File: config.mk
export PLATFORM = sky130hd
export DESIGN_NAME = box_template_zncc_width_select_core
export DESIGN_NICKNAME = d
export VERILOG_FILES = /design/src/sv/bzws_pkg.sv /design/src/sv/bzws_mul.sv /design/src/sv/bzws_dpath.sv /design/src/sv/bzws_ctrl.sv /design/src/sv/box_template_zncc_width_select_core.sv
export SDC_FILE = /design/constraint.sdc
export NUM_CORES = 2
export LEC_CHECK = 0
export BUFFER_PORTS_ARGS = -buffer_cell sky130_fd_sc_hd__buf_4
export CAP_MARGIN = 40
export CORE_UTILIZATION = 37
export DETAILED_ROUTE_END_ITERATION = 6
export SKIP_CTS_REPAIR_TIMING = 1
export SYNTH_ARGS = -nofsm -noshare
export SYNTH_HDL_FRONTEND = slang
export SYNTH_HIERARCHICAL = 1
export SYNTH_SLANG_ARGS = --single-unit
File: constraint.sdc
create_clock -name clk -period 11.6 [get_ports clk]
set_clock_uncertainty 0.1 [all_clocks]
set_input_delay 0.58 -clock clk [delete_from_list [all_inputs] [get_ports clk]]
set_output_delay 0.58 -clock clk [all_outputs]
set_load 0.01 [all_outputs]
File: src/sv/bzws_pkg.sv
// Shared widths, micro-op codes, controller states and command word for the width selector.
package bzws_pkg;

  localparam int MAX_SEGMENT = 2048;
  localparam int NTPL        = 3;
  localparam int TPL_W       = 2;

  localparam int PIX_W  = 8;
  localparam int COL_W  = 11;
  localparam int HALF_W = 10;
  localparam int CODE_W = 2;
  localparam int WIN_W  = COL_W + 1;

  localparam int LEN_W  = $clog2(MAX_SEGMENT + 1);
  localparam int SUM_W  = LEN_W + PIX_W;
  // |n*A - S*m| and both of its terms fit here
  localparam int MAG_W  = LEN_W + SUM_W;
  localparam int MUL_W  = MAG_W;
  localparam int PROD_W = 2 * MUL_W;
  localparam int SQ_W   = 2 * MAG_W;
  localparam int DEN_W  = 2 * LEN_W;
  localparam int ACC_W  = MAG_W + DEN_W;
  localparam int XW     = ACC_W + MAG_W;

  // each op picks multiplier operands; its write-back runs in the cycle after
  typedef enum logic [3:0] {
    OP_NONE,
    OP_NA,   // n * A_t
    OP_SM,   // S * m_t, then |num_t| and its sign
    OP_DEN,  // m_t * (n - m_t)
    OP_SQ,   // |num_t|^2
    OP_XLO,  // candidate square, low half, times best denominator
    OP_XHI,
    OP_YLO,  // best square, low half, times candidate denominator
    OP_YHI
  } mop_t;

  typedef enum logic [3:0] {
    ST_ACC,
    ST_NA,
    ST_SM,
    ST_DEN,
    ST_SQ,
    ST_XLO,
    ST_XHI,
    ST_YLO,
    ST_YHI,
    ST_WAIT,
    ST_DEC,
    ST_FIN
  } state_t;

  typedef struct packed {
    mop_t             op;
    logic [TPL_W-1:0] tsel;
    logic             take;
    logic             decide;
    logic             load_out;
    logic             clear;
  } cmd_t;

endpackage

File: src/sv/bzws_mul.sv
// Shared unsigned multiplier with registered product.
module bzws_mul
  import bzws_pkg::*;
(
  input  logic              clk,
  input  logic [MUL_W-1:0]  a_i,
  input  logic [MUL_W-1:0]  b_i,
  output logic [PROD_W-1:0] p_o
);

  logic [PROD_W-1:0] prod_r;

  always_ff @(posedge clk) begin
    prod_r <= PROD_W'(a_i) * PROD_W'(b_i);
  end

  assign p_o = prod_r;

endmodule

File: src/sv/bzws_dpath.sv
// Datapath: segment accumulators, score terms, cross-product compare and result register.
module bzws_dpath
  import bzws_pkg::*;
(
  input  logic              clk,
  input  logic              rst_n,
  input  cmd_t              cmd_i,
  input  logic [PIX_W-1:0]  pix_i,
  input  logic [COL_W-1:0]  col_i,
  input  logic [COL_W-1:0]  ctr_i,
  input  logic [HALF_W-1:0] half_n_i,
  input  logic [HALF_W-1:0] half_m_i,
  input  logic [HALF_W-1:0] half_w_i,
  output logic [CODE_W-1:0] code_o
);

  // accumulators
  logic [SUM_W-1:0] sum_r;
  logic [LEN_W-1:0] len_r;
  logic [PIX_W-1:0] first_r;
  logic             diff_r;
  logic [SUM_W-1:0] isum_r [NTPL];
  logic [LEN_W-1:0] icnt_r [NTPL];

  // score terms
  logic [MAG_W-1:0] p0_r;
  logic [MAG_W-1:0] mag_r [NTPL];
  logic             neg_r [NTPL];
  logic [DEN_W-1:0] den_r [NTPL];
  logic [SQ_W-1:0]  sq_r  [NTPL];
  logic [SQ_W-1:0]  bsq_r;
  logic [DEN_W-1:0] bden_r;
  logic             bneg_r;
  logic             bval_r;
  logic [TPL_W-1:0] best_r;
  logic [ACC_W-1:0] acc_r;
  logic [XW-1:0]    x_r;
  logic [XW-1:0]    y_r;
  logic [TPL_W-1:0] code_r;

  mop_t             wb_r;
  logic [TPL_W-1:0] wt_r;

  logic [HALF_W-1:0] half   [NTPL];
  logic [NTPL-1:0]   win;
  logic [MUL_W-1:0]  mul_a;
  logic [MUL_W-1:0]  mul_b;
  logic [PROD_W-1:0] prod;
  logic [MAG_W-1:0]  prod_lo;
  logic              lt;
  logic [MAG_W-1:0]  mag_nxt;
  logic [XW-1:0]     xy_nxt;
  logic              vld0;
  logic              vld_t;
  logic              pc;
  logic              pb;
  logic              greater;

  assign half[0] = half_n_i;
  assign half[1] = half_m_i;
  assign half[2] = half_w_i;

  always_comb begin
    for (int t = 0; t < NTPL; t++) begin
      win[t] = (WIN_W'(col_i) + WIN_W'(half[t]) >= WIN_W'(ctr_i)) &&
               (WIN_W'(col_i) <= WIN_W'(ctr_i) + WIN_W'(half[t]));
    end
  end

  // flat segment <=> n*Q == S*S <=> every counted pixel equals the first one
  always_ff @(posedge clk) begin
    if (!rst_n || cmd_i.clear) begin
      sum_r  <= '0;
      len_r  <= '0;
      diff_r <= 1'b0;
      for (int t = 0; t < NTPL; t++) begin
        isum_r[t] <= '0;
        icnt_r[t] <= '0;
      end
    end else if (cmd_i.take && (len_r < LEN_W'(MAX_SEGMENT))) begin
      sum_r <= sum_r + SUM_W'(pix_i);
      len_r <= len_r + LEN_W'(1);
      if (len_r == '0) begin
        first_r <= pix_i;
      end else if (pix_i != first_r) begin
        diff_r <= 1'b1;
      end
      for (int t = 0; t < NTPL; t++) begin
        if (win[t]) begin
          isum_r[t] <= isum_r[t] + SUM_W'(pix_i);
          icnt_r[t] <= icnt_r[t] + LEN_W'(1);
        end
      end
    end
  end

  always_comb begin
    mul_a = '0;
    mul_b = '0;
    unique case (cmd_i.op)
      OP_NA: begin
        mul_a = MUL_W'(len_r);
        mul_b = MUL_W'(isum_r[cmd_i.tsel]);
      end
      OP_SM: begin
        mul_a = MUL_W'(sum_r);
        mul_b = MUL_W'(icnt_r[cmd_i.tsel]);
      end
      OP_DEN: begin
        mul_a = MUL_W'(icnt_r[cmd_i.tsel]);
        mul_b = MUL_W'(len_r - icnt_r[cmd_i.tsel]);
      end
      OP_SQ: begin
        mul_a = MUL_W'(mag_r[cmd_i.tsel]);
        mul_b = MUL_W'(mag_r[cmd_i.tsel]);
      end
      OP_XLO: begin
        mul_a = MUL_W'(sq_r[cmd_i.tsel][MAG_W-1:0]);
        mul_b = MUL_W'(bden_r);
      end
      OP_XHI: begin
        mul_a = MUL_W'(sq_r[cmd_i.tsel][SQ_W-1:MAG_W]);
        mul_b = MUL_W'(bden_r);
      end
      OP_YLO: begin
        mul_a = MUL_W'(bsq_r[MAG_W-1:0]);
        mul_b = MUL_W'(den_r[cmd_i.tsel]);
      end
      OP_YHI: begin
        mul_a = MUL_W'(bsq_r[SQ_W-1:MAG_W]);
        mul_b = MUL_W'(den_r[cmd_i.tsel]);
      end
      default: begin
        mul_a = '0;
        mul_b = '0;
      end
    endcase
  end

  bzws_mul u_mul (
    .clk (clk),
    .a_i (mul_a),
    .b_i (mul_b),
    .p_o (prod)
  );

  assign prod_lo = prod[MAG_W-1:0];
  assign lt      = p0_r < prod_lo;
  assign mag_nxt = lt ? (prod_lo - p0_r) : (p0_r - prod_lo);
  // high partial product sits MAG_W bits up
  assign xy_nxt  = {prod[ACC_W-1:0], {MAG_W{1'b0}}} + XW'(acc_r);

  assign vld0  = diff_r && (icnt_r[0] != '0) && (icnt_r[0] != len_r);
  assign vld_t = diff_r && (icnt_r[cmd_i.tsel] != '0) && (icnt_r[cmd_i.tsel] != len_r);

  // both positive: larger x wins; both negative: smaller x wins
  assign pc      = !neg_r[cmd_i.tsel];
  assign pb      = !bneg_r;
  assign greater = (pc && !pb) || (pc && pb && (x_r > y_r)) || (!pc && !pb && (x_r < y_r));

  always_ff @(posedge clk) begin
    if (!rst_n) begin
      wb_r <= OP_NONE;
    end else begin
      wb_r <= cmd_i.op;
    end
  end

  always_ff @(posedge clk) begin
    wt_r <= cmd_i.tsel;
    unique case (wb_r) inside
      OP_NA: p0_r <= prod_lo;
      OP_SM: begin
        mag_r[wt_r] <= mag_nxt;
        neg_r[wt_r] <= lt;
        if (wt_r == '0) bneg_r <= lt;
      end
      OP_DEN: begin
        den_r[wt_r] <= prod[DEN_W-1:0];
        if (wt_r == '0) bden_r <= prod[DEN_W-1:0];
      end
      OP_SQ: begin
        sq_r[wt_r] <= prod;
        if (wt_r == '0) bsq_r <= prod;
      end
      OP_XLO, OP_YLO: acc_r <= prod[ACC_W-1:0];
      OP_XHI: x_r <= xy_nxt;
      OP_YHI: y_r <= xy_nxt;
      default: ;
    endcase
    if (cmd_i.op == OP_NA && cmd_i.tsel == '0) begin
      best_r <= '0;
      bval_r <= vld0;
    end else if (cmd_i.decide && bval_r && vld_t && greater) begin
      best_r <= cmd_i.tsel;
      bsq_r  <= sq_r[cmd_i.tsel];
      bden_r <= den_r[cmd_i.tsel];
      bneg_r <= neg_r[cmd_i.tsel];
    end
    if (cmd_i.load_out) code_r <= best_r;
  end

  assign code_o = CODE_W'(code_r);

  a_cnt_le_len: assert property (@(posedge clk) disable iff (!rst_n)
    (icnt_r[0] <= len_r) && (icnt_r[1] <= len_r) && (icnt_r[2] <= len_r))
    else $error("window count exceeds segment length");

  a_len_cap: assert property (@(posedge clk) disable iff (!rst_n)
    len_r <= LEN_W'(MAX_SEGMENT))
    else $error("segment length beyond cap");

  a_clear_empties: assert property (@(posedge clk) disable iff (!rst_n)
    cmd_i.clear |=> (len_r == '0) && (sum_r == '0) && !diff_r)
    else $error("accumulators not cleared");

endmodule

File: src/sv/bzws_ctrl.sv
// Controller: accumulate phase, multiplier micro-sequence for the scores, result handoff.
module bzws_ctrl
  import bzws_pkg::*;
(
  input  logic clk,
  input  logic rst_n,
  input  logic in_valid,
  input  logic in_last,
  input  logic out_ready,
  output logic in_ready,
  output logic out_valid,
  output cmd_t cmd_o
);

  state_t           state_r, state_nxt;
  logic [TPL_W-1:0] t_r, t_nxt;
  logic             out_valid_r, out_valid_nxt;
  logic             t_end;

  assign t_end = (t_r == TPL_W'(NTPL - 1));

  always_ff @(posedge clk) begin
    if (!rst_n) begin
      state_r     <= ST_ACC;
      t_r         <= '0;
      out_valid_r <= 1'b0;
    end else begin
      state_r     <= state_nxt;
      t_r         <= t_nxt;
      out_valid_r <= out_valid_nxt;
    end
  end

  always_comb begin
    state_nxt      = state_r;
    t_nxt          = t_r;
    in_ready       = 1'b0;
    cmd_o.op       = OP_NONE;
    cmd_o.tsel     = t_r;
    cmd_o.take     = 1'b0;
    cmd_o.decide   = 1'b0;
    cmd_o.load_out = 1'b0;
    cmd_o.clear    = 1'b0;
    unique case (state_r)
      ST_ACC: begin
        in_ready   = 1'b1;
        cmd_o.take = in_valid;
        if (in_valid && in_last) begin
          state_nxt = ST_NA;
          t_nxt     = '0;
        end
      end
      ST_NA: begin
        cmd_o.op  = OP_NA;
        state_nxt = ST_SM;
      end
      ST_SM: begin
        cmd_o.op  = OP_SM;
        state_nxt = ST_DEN;
      end
      ST_DEN: begin
        cmd_o.op  = OP_DEN;
        state_nxt = ST_SQ;
      end
      ST_SQ: begin
        cmd_o.op = OP_SQ;
        if (t_end) begin
          state_nxt = ST_XLO;
          t_nxt     = TPL_W'(1);
        end else begin
          state_nxt = ST_NA;
          t_nxt     = t_r + TPL_W'(1);
        end
      end
      ST_XLO: begin
        cmd_o.op  = OP_XLO;
        state_nxt = ST_XHI;
      end
      ST_XHI: begin
        cmd_o.op  = OP_XHI;
        state_nxt = ST_YLO;
      end
      ST_YLO: begin
        cmd_o.op  = OP_YLO;
        state_nxt = ST_YHI;
      end
      ST_YHI: begin
        cmd_o.op  = OP_YHI;
        state_nxt = ST_WAIT;
      end
      ST_WAIT: state_nxt = ST_DEC;   // y lands this cycle
      ST_DEC: begin
        cmd_o.decide = 1'b1;
        if (t_end) begin
          state_nxt = ST_FIN;
        end else begin
          state_nxt = ST_XLO;
          t_nxt     = t_r + TPL_W'(1);
        end
      end
      ST_FIN: begin
        if (!out_valid_r || out_ready) begin
          cmd_o.load_out = 1'b1;
          cmd_o.clear    = 1'b1;
          state_nxt      = ST_ACC;
        end
      end
      default: state_nxt = ST_ACC;
    endcase
  end

  always_comb begin
    out_valid_nxt = out_valid_r;
    if (cmd_o.load_out) begin
      out_valid_nxt = 1'b1;
    end else if (out_ready) begin
      out_valid_nxt = 1'b0;
    end
  end

  assign out_valid = out_valid_r;

  a_no_overwrite: assert property (@(posedge clk) disable iff (!rst_n)
    cmd_o.load_out |-> (!out_valid_r || out_ready))
    else $error("result register overwritten before taken");

  a_stop_after_last: assert property (@(posedge clk) disable iff (!rst_n)
    (in_valid && in_ready && in_last) |=> !in_ready && (cmd_o.op == OP_NA))
    else $error("scoring did not start after last word");

  a_tpl_range: assert property (@(posedge clk) disable iff (!rst_n)
    t_r != TPL_W'(NTPL))
    else $error("template index out of range");

  a_load_sets_valid: assert property (@(posedge clk) disable iff (!rst_n)
    cmd_o.load_out |=> out_valid)
    else $error("loaded result not presented");

endmodule

File: src/sv/box_template_zncc_width_select_core.sv
// Top level: box-template ZNCC width selector, controller plus datapath.
//
//   channel | direction | handshake            | word
//   in_     | input     | in_valid / in_ready  | pixel, column, center, 3 half widths, last
//   out_    | output    | out_valid / out_ready| width_code
//
// One input word per cycle while a segment accumulates. After the word marked last,
// in_ready stays low through 20 ops on the single shared multiplier, a wait and a decide
// step for each of the two later templates, plus the result load.
// Reset clears all sums and empties the result register; no clearing pass.
// A result waiting on out_ready does not block the next segment, only the load of its end.
module box_template_zncc_width_select_core
  import bzws_pkg::*;
(
  input  logic              clk,
  input  logic              rst_n,
  input  logic              in_valid,
  output logic              in_ready,
  input  logic [PIX_W-1:0]  in_pixel,
  input  logic [COL_W-1:0]  in_column,
  input  logic [COL_W-1:0]  in_center,
  input  logic [HALF_W-1:0] in_half_narrow,
  input  logic [HALF_W-1:0] in_half_middle,
  input  logic [HALF_W-1:0] in_half_wide,
  input  logic              in_last,
  output logic              out_valid,
  input  logic              out_ready,
  output logic [CODE_W-1:0] out_width_code
);

  cmd_t cmd;

  bzws_ctrl u_ctrl (
    .clk       (clk),
    .rst_n     (rst_n),
    .in_valid  (in_valid),
    .in_last   (in_last),
    .out_ready (out_ready),
    .in_ready  (in_ready),
    .out_valid (out_valid),
    .cmd_o     (cmd)
  );

  bzws_dpath u_dpath (
    .clk      (clk),
    .rst_n    (rst_n),
    .cmd_i    (cmd),
    .pix_i    (in_pixel),
    .col_i    (in_column),
    .ctr_i    (in_center),
    .half_n_i (in_half_narrow),
    .half_m_i (in_half_middle),
    .half_w_i (in_half_wide),
    .code_o   (out_width_code)
  );

endmodule

==> After elaboration in Yosys (flattened, before gate mapping) <==
Memories as Yosys holds them, arrays and structs flattened. A register that Yosys moved wholly into a read port is not among the register bits.
Cells that the tools add are included.
{ "totals": {"memories": 6, "regBits": 476, "wordCells": 209, "ramBits": 459, "inputBits": 65} }
{ "memory_table": {"columns": ["memory", "words", "width", "read_ports", "rd_clocked_by_memory_dff", "wr", "line", "rtl"], "rows": [
  ["u_dpath.sq_r", 3, 64, 1, 1, 1, "bzws_dpath.sv:30", "logic [SQ_W-1:0] sq_r [NTPL];"],
  ["u_dpath.mag_r", 3, 32, 1, 1, 1, "bzws_dpath.sv:27", "logic [MAG_W-1:0] mag_r [NTPL];"],
  ["u_dpath.den_r", 3, 24, 1, 1, 1, "bzws_dpath.sv:29", "logic [DEN_W-1:0] den_r [NTPL];"],
  ["u_dpath.isum_r", 3, 20, 4, 1, 3, "bzws_dpath.sv:22", "logic [SUM_W-1:0] isum_r [NTPL];"],
  ["u_dpath.icnt_r", 3, 12, 4, 1, 3, "bzws_dpath.sv:23", "logic [LEN_W-1:0] icnt_r [NTPL];"],
  ["u_dpath.neg_r", 3, 1, 1, 1, 1, "bzws_dpath.sv:28", "logic neg_r [NTPL];"]
]} }
{ "op_classes": {"multipliers": 1, "add_sub_neg": 19, "reduce_logical": 41, "muxes": 70, "n_eq_ne": 34, "n_lt_le_gt_ge": 10, "n_bitwise": 8} }
{ "op_table": {"columns": ["cell", "n"], "rows": [
  ["$mux W64", 4],
  ["$pmux W32 S8", 1],
  ["$pmux W32 S6", 1],
  ["$mux W24", 4],
  ["$add A88 B56 Y88", 1],
  ["$gt A88 B88 Y1", 1],
  ["$lt A88 B88 Y1", 1],
  ["$add A20 B8 Y20", 4],
  ["$add A11 B10 Y12", 6],
  ["$mul A32 B32 Y64", 1],
  ["$sub A32 B32 Y32", 2],
  ["$mux W20", 3],
  ["$add A12 B1 Y12 const B", 4],
  ["$eq A4 B3 Y1 const B", 12],
  ["$pmux W4 S12", 1],
  ["$ge A12 B11 Y1", 3],
  ["$le A11 B12 Y1", 3],
  ["$mux W12", 3],
  ["$mux W2", 17],
  ["$lt A32 B32 Y1", 1],
  ["$mux W32", 1],
  ["$pmux W4 S8", 1],
  ["$mux W1", 29],
  ["$eq A4 B2 Y1 const B", 6],
  ["other kinds (27)", 73]
]} }

==> Logic depth before layout (Yosys ltp) <==
{ "depth": {"word_depth": 8, "ltp_mapped": 46, "depth_no_buf": 42} }

==> Modules after synthesis <==
The synthesis kept the hierarchy.
{ "modules_own_cells": {"columns": ["module", "cells_each", "seq_area_each_um2", "instances", "area_per_inst_um2"], "rows": [
  ["bzws_dpath", 4171, 24643.6, 1, 46931.3],
  ["bzws_mul", 3777, 1281.2, 1, 34804.6],
  ["bzws_ctrl", 65, 140.1, 1, 523.0]
]} }

==> Worst setup path after synthesis <==
Ideal clock, no wire load.
{ "synth_timing": {"path_type": "register -> register", "start": "register u_dpath.wb_r[1]", "end": "register u_dpath.y_r[0] (enable)", "arrival_time_ps": 9423, "path_slack_ps": 1296, "required_ps": 10719, "setup_time_ps": 781, "stages_incl_launch_ff": 2, "n_path_buf": 0, "path_cell_list": "dfxtp_1 > nor4b_1"} }
{ "synth_between": {"elab_chain_len": 1} }
{ "synth_lines": {"columns": ["item", "line", "rtl"], "rows": [
  ["start: declaration", "bzws_dpath.sv:41", "mop_t wb_r;"],
  ["start signal: assignment", "bzws_dpath.sv:165", "wb_r <= cmd_i.op;"],
  ["$eq A4 B4 Y1 (no source line)", null, null],
  ["end signal: assignment", "bzws_dpath.sv:188", "OP_YHI: y_r <= xy_nxt;"],
  ["end: declaration", "bzws_dpath.sv:38", "logic [XW-1:0] y_r;"]
]} }
No other way between the ends.
A chain may end at the register's enable or synchronous reset.

==> results by group <==
Timing
  • Final setup fails: 0
  • Slew HR: 0.303
  • Tmin final: about 11 ns
  • Setup tns final: 0 ns
  • Achievable frequency: around 0.09 GHz
  • Slew @ Worst Pin: 1.05 ns
  • Tcrit/Tclk final: 0.955
  • Hold Fails Final Rpt: 0
  • Fin. max-slew vios: 0
  • Unrepaired setup endpoints after global routing: false

Setup path
  • Worst-path fanout max: 32
  • Crit path largest cell delay: between 0.5 and 0.6 ns
  • Slowest-stage cell, CP: fa_1
  • Worst Setup Start Kind: flip-flop
  • CP required: 12.07 ns
  • CP arrival: 11.55 ns
  • Cell mode on critical path: fa_1
  • Reg-to-reg slack, setup: between 0.5 and 0.6 ns
  • Setup crit end kind: flip-flop
  • CP Class: flip-flop to flip-flop
  • R2R cell count: 40

Clock tree
  • H-tree levels: 3
  • Latest clock arrival within the worst-skew pair: just over 0.7 ns
  • CTS tree: done
  • Longest Clk Path Bufs: 3
  • Clock-pin slew on the worst setup and hold paths: 0.06 ns
  • Number of buffers created by CTS: between 90 and 100
  • Clk root buf: clkbuf_16
  • Total clock sinks: around 940

Synthesis
  • Net Count, Synth: roughly 9600
  • Most instantiated library cell after synthesis: inv_1
  • Dominant synthesized flop cell: edfxtp_1
  • Ys async rst share: 0
  • FF+latch count, synth: 935
  • Synth Area in Simple Gates: 0.134
  • Synthesis Warnings: 6
  • Post-synth top cells: inv_1, fa_1, edfxtp_1
  • Top-area cell type share of the netlist area: 0.268
  • Seq/Total Area, Yosys: 0.317
  • Netlist cell types: 108
  • Yosys top cell by area: edfxtp_1
  • Number of flops mapped to enable cells by yosys: 734
  • Mapped Cells: between 8000 and 9000
  • Top cells by area, synth: edfxtp_1, fa_1, ha_1
  • Mean Syn Cell Area: around 10 µm²
  • Synthesized area: slightly above 80000 µm²
  • Post-Synth XOR/XNOR Area: 0.0338
  • Largest family of logic cells by synthesized area: adder cells
  • Compound-gate portion of the synthesized area: 0.0923
  • Adder-Cell Fraction of Synth Area: 0.315
  • Post-synthesis mux area share: 0.0362

Status
  • Outcome: finished, violations left
  • Failing checks: DRC

Pwr
  • Total power: 8330 µW
  • Worst IR Drop VDD: 0.107 mV
  • Leak: 0.0387 µW
  • Pwr/cell area: 91.9 nW/µm²

Global route
  • Largest net degree at the start of global routing: 158
  • Grt ovf: 0
  • GRT Total Usage: 0.212
  • Vias in the first global route: approximately 61000
  • Initial antenna violation count: 14
  • First-pass GRT wire length: 367000 µm

Die
  • Die area: 224000 µm²
  • Io pins: 69
  • Row Count: 172
  • Starting Density: 0.373
  • Die X: 474 µm
  • Die H: about 470 µm
  • Area of the core: 220000 µm²

Worst hold path
  • Hold path depth: 1
  • Hold Path Class: primary input to flip-flop

Place
  • Port bufs: 68
  • Hpwl dp: 181000 µm
  • Routability Congestion: 0.930

Detailed routing
  • Detail-routed via count per cell: roughly 5.3
  • Detailed Routing Iterations Pass 1: 7
  • WL final: 236000 µm
  • DRT iter0 DRCs: 4453
  • WL per Instance: 21.4 µm
  • Routed via count: approximately 59000
  • Routed Antenna Nets: 0
  • DRC: 4

Job
  • Max-Cap Viols: 0

Layout
  • Share of layout cells above drive strength 1: 0.0732
  • Area Overhead vs Synth: 10.1%
  • # nets final: slightly below 10000
## sequential cells by signal, indices dropped and copies added (netlist names), 20 cells and up
register	count
u_dpath/p0_r	32
u_dpath/u_mul/p_o	64
u_dpath/y_r	88
u_dpath/bsq_r	64
u_dpath/bden_r	24
u_dpath/icnt_r	36
u_dpath/den_r	72
u_dpath/isum_r	60
u_dpath/mag_r	96
u_dpath/acc_r	56
u_dpath/sq_r	192
u_dpath/sum_r	20
u_dpath/x_r	88
## layout make-up
type / count / area, µm²
fill: 21259 / 130000
multi-input combinational: 5544 / 50700
sequential: 935 / 26100
inverter: 1133 / 4260
tap: 2958 / 3700
timing repair buffer: 303 / 2660
clock buffer: 117 / 2520
clock inverter: 65 / 683
antenna: 6 / 15.0
## path summary, 6_finish.rpt
check,from,end
worst max-delay path,u_ctrl/t_r[0],u_dpath/u_mul/p_o[52]
worst min-delay path,in_pixel[0],u_dpath/first_r[0]
worst max register to register,u_ctrl/t_r[0],u_dpath/u_mul/p_o[52]
worst min register to register,u_dpath/acc_r[30],u_dpath/y_r[30]
## logic make-up (layout without fill, tap and decap cells)
group / count (synthesis) / in the layout
AOI/OAI and AO/OA: 1180 / 1180
xor gates and xnor gates: 317 / 317
adders and majority gates: 1526 / 1526
buffers and inverters: 1534 / 1618
DFF: 935 / 935
muxes: 295 / 295
other: 0 / 6
and+or+nand+nor: 2226 / 2226
## metal layers
metal,global-route usage,vias up,share of wire
li1,-,26539,-
met1,0.286,29803,0.43
met2,0.352,1806,0.47
met3,0.0257,371,0.057
met4,0.0722,0,0.036
met5,0,-,0
## where the power goes
group / total [µW] / switching [µW] / leakage (µW) / internal [µW]
clock network: 3170 / 1390 / 0.00155 / 1770
logic: 1320 / 847 / 0.0289 / 477
registers: 3840 / 106 / 0.00826 / 3730
total: 8330 / 2350 / 0.0387 / 5980
## per-stage QoR
step                      hold slack [ns]   util  area [µm²]  setup WS (ns)  instances
final                              0.0499  0.411       90600          0.517      11061
after global routing               0.0244  0.411       90600         0.0747      11056
after CTS                          0.0142  0.411       90500          0.106      11054
after detailed placement            0.330  0.396       87300          0.192      10872
after global placement              0.324  0.393       86700          0.190      10827
after floorplan                     0.299      -       82300           1.30       8013
## worst max-delay path, delay by kind of cell (launching register included)
family | cells | cell delay, ns
compound gates | 12 | 2.65
xor+xnor | 1 | 0.14
fa+ha+maj | 11 | 4.99
buf+inv | 9 | 1.38
flops | 1 | 0.53
mux | 1 | 0.15
simple gates | 6 | 0.93
## cells in the final DEF (no fill, tap or decap), types with 20 or more instances in the layout
| cell type | synthesis | routed |
|---|---|---|
| fa_1 | 910 | 910 |
| nor2_1 | 415 | 406 |
| a31oi_1 | 24 | 24 |
| mux2i_1 | 280 | 280 |
| o21bai_1 | 30 | 30 |
| o211ai_1 | 26 | 26 |
| a22oi_1 | 34 | 34 |
| a222oi_1 | 20 | 20 |
| o21a_1 | 28 | 28 |
| and3_1 | 48 | 48 |
| a21o_1 | 150 | 150 |
| dfxtp_1 | 201 | 199 |
| nand2_1 | 730 | 729 |
| xnor2_1 | 214 | 214 |
| nor3_1 | 65 | 61 |
| clkinv_2 | 0 | 23 |
| xor2_1 | 103 | 103 |
| nand3_1 | 88 | 88 |
| ha_1 | 616 | 616 |
| a211oi_1 | 24 | 23 |
| nor2b_1 | 57 | 57 |
| nand2b_1 | 37 | 37 |
| nand4_1 | 81 | 81 |
| o21ai_0 | 232 | 215 |
| buf_4 | 13 | 259 |
| clkbuf_16 | 0 | 96 |
| and2_1 | 613 | 613 |
| inv_1 | 1131 | 1130 |
| a21oi_1 | 417 | 416 |
| edfxtp_1 | 734 | 734 |
No activity file was read; power rests on OpenSTA's default activity.
